<file path="src/hdl/spr_pkg.sv">
// Package with the types and constants of the sparse point range sum block.
`default_nettype none

package spr_pkg;

  localparam int unsigned COORD_W = 32;
  localparam int unsigned VALUE_W = 32;
  localparam int unsigned SUM_W   = 48;
  localparam int unsigned ENTRY_W = COORD_W + VALUE_W;

  // Operation codes of an input transaction; code 3 is accepted and ignored.
  typedef enum logic [1:0] {
    OP_ADD   = 2'd0,
    OP_QUERY = 2'd1,
    OP_CLEAR = 2'd2
  } opcode_t;

  typedef enum logic [1:0] {
    ST_IDLE,
    ST_SCAN,
    ST_FINISH
  } spr_state_t;

  typedef struct packed {
    logic [1:0]                 opcode;
    logic signed [COORD_W-1:0]  point_coord;
    logic signed [VALUE_W-1:0]  point_value;
    logic signed [COORD_W-1:0]  query_low;
    logic signed [COORD_W-1:0]  query_high;
  } in_t;

  typedef struct packed {
    logic signed [SUM_W-1:0]    range_sum;
    logic                       points_dropped;
  } out_t;

  // Commands from the controller to the datapath.
  typedef struct packed {
    logic add;
    logic clr;
    logic qry;
    logic rd;
    logic load_out;
  } spr_cmd_t;

  // Status from the datapath to the controller.
  typedef struct packed {
    logic scan_end;
    logic pipe_busy;
    logic out_free;
  } spr_sts_t;

endpackage

`default_nettype wire

</file>
<file path="src/hdl/spr_ctrl.sv">
// Controller state machine of the sparse point range sum block.
`default_nettype none

module spr_ctrl
  import spr_pkg::*;
(
  input  wire logic     clk,
  input  wire logic     rst_n,
  input  wire logic     in_valid,
  input  wire logic [1:0] in_opcode,
  output logic          in_ready,
  input  wire spr_sts_t sts,
  output spr_cmd_t      cmd
);

  spr_state_t state_r, state_nxt;
  logic       accept;
  logic       is_add, is_qry, is_clr;

  // Opcode decode.
  always_comb begin
    is_add = 1'b0;
    is_qry = 1'b0;
    is_clr = 1'b0;
    unique case (in_opcode)
      OP_ADD:   is_add = 1'b1;
      OP_QUERY: is_qry = 1'b1;
      OP_CLEAR: is_clr = 1'b1;
      default:  ;
    endcase
  end

  assign in_ready = (state_r == ST_IDLE);
  assign accept   = in_valid && in_ready;

  // Next state.
  always_comb begin
    state_nxt = state_r;
    unique case (state_r)
      ST_IDLE: begin
        if (accept && is_qry) state_nxt = ST_SCAN;
      end
      ST_SCAN: begin
        if (sts.scan_end && !sts.pipe_busy) state_nxt = ST_FINISH;
      end
      ST_FINISH: begin
        if (sts.out_free) state_nxt = ST_IDLE;
      end
      default: state_nxt = ST_IDLE;
    endcase
  end

  // Commands to the datapath.
  always_comb begin
    cmd = '0;
    unique case (state_r)
      ST_IDLE: begin
        cmd.add = accept && is_add;
        cmd.clr = accept && is_clr;
        cmd.qry = accept && is_qry;
      end
      ST_SCAN: begin
        cmd.rd = !sts.scan_end;
      end
      ST_FINISH: begin
        cmd.load_out = sts.out_free;
      end
      default: ;
    endcase
  end

  always_ff @(posedge clk) begin
    if (!rst_n) begin
      state_r <= ST_IDLE;
    end else begin
      state_r <= state_nxt;
    end
  end

endmodule

`default_nettype wire

</file>
<file path="config.mk">
export PLATFORM = sky130hd
export DESIGN_NAME = spr_ctrl
export DESIGN_NICKNAME = d
export VERILOG_FILES = /design/src/hdl/spr_pkg.sv /design/src/hdl/spr_ctrl.sv
export SDC_FILE = /design/constraint.sdc
export NUM_CORES = 1
export LEC_CHECK = 0
export ABC_AREA = 1
export BUFFER_PORTS_ARGS = -buffer_cell sky130_fd_sc_hd__buf_2
export CORE_AREA = 2 2 39 41
export DETAILED_ROUTE_END_ITERATION = 10
export DIE_AREA = 0 0 41 43
export PLACE_DENSITY_LB_ADDON = 0.15
export SLEW_MARGIN = 10
export SYNTH_ARGS = -nofsm -noshare
export SYNTH_HDL_FRONTEND = slang
export SYNTH_SLANG_ARGS = --single-unit
</file>
<file path="constraint.sdc">
create_clock -name clk -period 2.25 [get_ports clk]
set_input_delay 0.225 -clock clk [delete_from_list [all_inputs] [get_ports clk]]
set_output_delay 0.225 -clock clk [all_outputs]
set_load 0.03 [all_outputs]
</file>
### Word-level counts from Yosys, hierarchy flattened

Index checks and enable logic that the tools add are counted.

* bits in registers: 2
* input bits: 8
* output and inout port bits: 6
* logic and storage cells: 28

* equal/unequal tests: 7
* muxes and demuxes: 10
* reductions and logical operators: 10

Operators with widths (count)
* two-way mux 2 bit: 3
* one-hot mux 2 bit (3 select lines): 1
* logical AND 1 bit: 5
* two-way mux 1 bit: 5
* equality test 2 x 1 -> 1 bit (second input constant): 2
* equality test 2 bit (second input constant): 2
* logical NOT 2 bit: 2
* != test 2 bit (second input constant): 2
* two-way mux 3 bit: 1
* AND reduction 3 bit: 1
* logical NOT 1 bit: 2
* != test 2 x 1 -> 1 bit (second input constant): 1

### Longest topological paths before layout

* depth after elaboration: 5
* depth in mapped cells: 4
* mapped depth without buffers: 4

### Worst setup path after synthesis

OpenSTA, ideal clock, no wires.

* path kind: register to output
* from: register state_r[1]
* to: output port cmd[3] (netlist bit)
* arrival: 1247 ps
* setup slack: 778 ps
* cell stages (with the launch flop): 4
* path buffers: 0
* path through: dfxtp_1 > nor2_2 > nand2_1 > nor2_1

RTL lines
* from (decl): RTL line spr_ctrl.sv:16 `spr_state_t state_r, state_nxt;`
* from (signal assigned): RTL line spr_ctrl.sv:76 `state_r <= state_nxt;`
* to (decl): RTL line spr_ctrl.sv:13 `output spr_cmd_t cmd`

==> reports/qor.txt <==
CP arrival: 1150 ps
Mean routed wirelength per cell: 7.000 µm
Via-per-instance ratio: 3.439
Design Power: 148.2 µW
Residual DRC: 0
Quantity of gates resized following cts: 0
Min cycle time layout: 1372 ps
Top Registers: state_r: 2 flops
Slowest stage delay, CP: 340 ps
CP endpoint kind: output port
Net Sw Frac: 28.07%
Kind of critical path: flop to output port
CTS buffer count: 3
Outcome: finished clean
Synth unique cells: 11
Total negative slack for setup checks: 0 ps
Cell area after synthesis: 151.4 µm²
Initial antenna violation count: 0
Syn Inst Count: 25
Final ANT Viol Nets: 0
Top reg by flops: state_r
Core footprint: 1384 µm²
Hold Crit Class: input port to flop
Root Buffer: clkbuf_4
Hold buffers post-CTS: 0
Logic pwr share: 20.7%
Clock Skews: 5.179 ps
Crit path launch type: flop
Largest net degree at the start of global routing: 6
Period utilisation layout: 60.98%
FF-to-FF End: state_r[0]
Placer Congestion: 0.5771
Worst path slowest cell: dfxtp_1
CTS Buffer Depth: 2
Max Cap Viol: 0
Critical Path, Cell by Cell: nor2_2, nand2_1, nor3_2, buf_2
CP Launch Point: state_r[1]
Starting Density: 10.94%
Share of cells above drive strength 1: 48.78%
Peak supply drop: 116.6 µV
Max_slew headroom: 88.43%
Worst EP required: 2030 ps
Nets: 51
RSZ-0062 raised after global routing: false
H-tree levels: 1
Avg Cell Area, Syn: 6.056 µm²
CTS tree: built
R2R Path Start: state_r[0]
Drt pass-1 iters: 4
DR vias: 196
Synthesis-to-layout area growth: 71.07%
Max FO, Critical Path: 5
Postcts setup bufs: 0
Yosys top cell by area: dfxtp_1
Tightest Pin Transition: 172.2 ps
Chip width: 41 µm
Cell Int Power: 106.6 µW
NetSw: 41.59 µW
Total wire length: 399 µm
PortBufs: 13
Top cell type's share of synthesized area: 26.45%
Max FFs per register: 2
# rows: 14
# IOs: 14
Crit path capture: cmd[4]
Gr usage total: 5.305%
Maximum clock rate: 728.8 MHz
Synth Warn #: 0
Clock power share: 53.8%
Syn nets: 33
Post-route cell area: 259.0 µm²
R2R depth: 4
GR Overflow Total: 0
Sequential power share: 25.5%
Skew-Pair Late Insertion Delay: 230 ps
Final Hold Viols: 0
R2R Setup Slk: 1430 ps
Leakage: 0.1480 nW
Clock transition at the registers of the reported paths: 30 ps
Die ar.: 1763 µm²
Pwr dens: 572.1 nW/µm²
Placed Area: 236.5 µm²
Fin. max-slew vios: 0
DP Wirelength: 334.3 µm
Global-route wire length before repair: 565 µm
Top cells by area, synth: dfxtp_1, inv_1, nand2_1, nor2_1, nand3_1
Chip height: 43 µm
CTS Sinks: 2
Register area share after synthesis: 26.45%
DR iter-0 viols: 6
Setup Viol. Count Final: 0
#FFs+latches synth: 2
Number of antenna diodes: 0
Vias in the first global route: 162
[cell families (layout without fill, tap and decap cells)]
family	count (synthesis)	count (layout)	share of synthesized area [%]
AOI/OAI and AO/OA	2	2	9.089
DFF	2	2	26.45
buffers and inverters	6	22	14.87
and+or+nand+nor	15	15	49.59
[critical path, delay by kind of cell (launching register included)]
family,cells,cell delay [ps]
flops,1,340
buf+inv,1,210
simple gates,3,370
[cell usage in the layout, fill, tap and decap left out]
master / instances
a21oi_1: 1
nor2_1: 4
nor3_1: 1
clkbuf_4: 3
dfxtp_1: 2
nand2_1: 5
nor3_2: 1
nand3_1: 2
a21oi_2: 1
nor2_2: 1
inv_1: 6
nand3_2: 1
buf_2: 13
[metrics by stage]
stage	setup WS, ps	hold slack, ps	util (%)	instances
2_1_floorplan	778.2	365.2	-	25
3_3_place_gp	1119	489.0	17.09	54
3_5_place_dp	1113	487.4	17.09	54
4_1_cts	858.2	254.4	18.72	57
5_1_grt	756.0	272.8	18.72	57
6_report	877.9	253.7	18.72	57
[per-layer routing]
| layer | part of all wire [%] | GRT usage, % |
|---|---|---|
| met3 | 14 | 3.141 |
| met1 | 48 | 6.369 |
| met2 | 36 | 5.625 |
| met5 | 0 | 0 |
| met4 | 1.8 | 6.000 |
[worst min path at each step]
stage / startpoint / end / slack, ps / depth (start not counted)
2_1_floorplan: rst_n / state_r[0] / 370 / 2
3_3_place_gp: rst_n / state_r[0] / 490 / 3
3_5_place_dp: rst_n / state_r[0] / 490 / 3
4_1_cts: rst_n / state_r[1] / 250 / 3
5_1_grt: rst_n / state_r[1] / 270 / 3
6_report: rst_n / state_r[1] / 250 / 3
[cell usage after synthesis, drive strengths merged]
master,instances
nand2,5
nor3,2
a21oi,2
dfxtp,2
inv,6
nor2,5
nand3,3
[final cells by class]
cell class / instances / area [µm²]
repair buffers: 13 / 65.06
multi-input cells: 17 / 88.84
well taps: 16 / 20.02
flip-flops and latches: 2 / 40.04
clock buffers: 3 / 22.52
fillers: 156 / 1125
inverters: 6 / 22.52
[power by group through the flow]
stage                     Clock (mW)  Combinational (mW)  Sequential, mW
after floorplan                    0              0.0186          0.0380
after global placement             0              0.0316          0.0382
after detailed placement           0              0.0310          0.0382
after CTS                     0.0829              0.0312          0.0377
after global routing          0.0881              0.0338          0.0378
final                         0.0797              0.0307          0.0377
(Power assumes the default switching activity.)
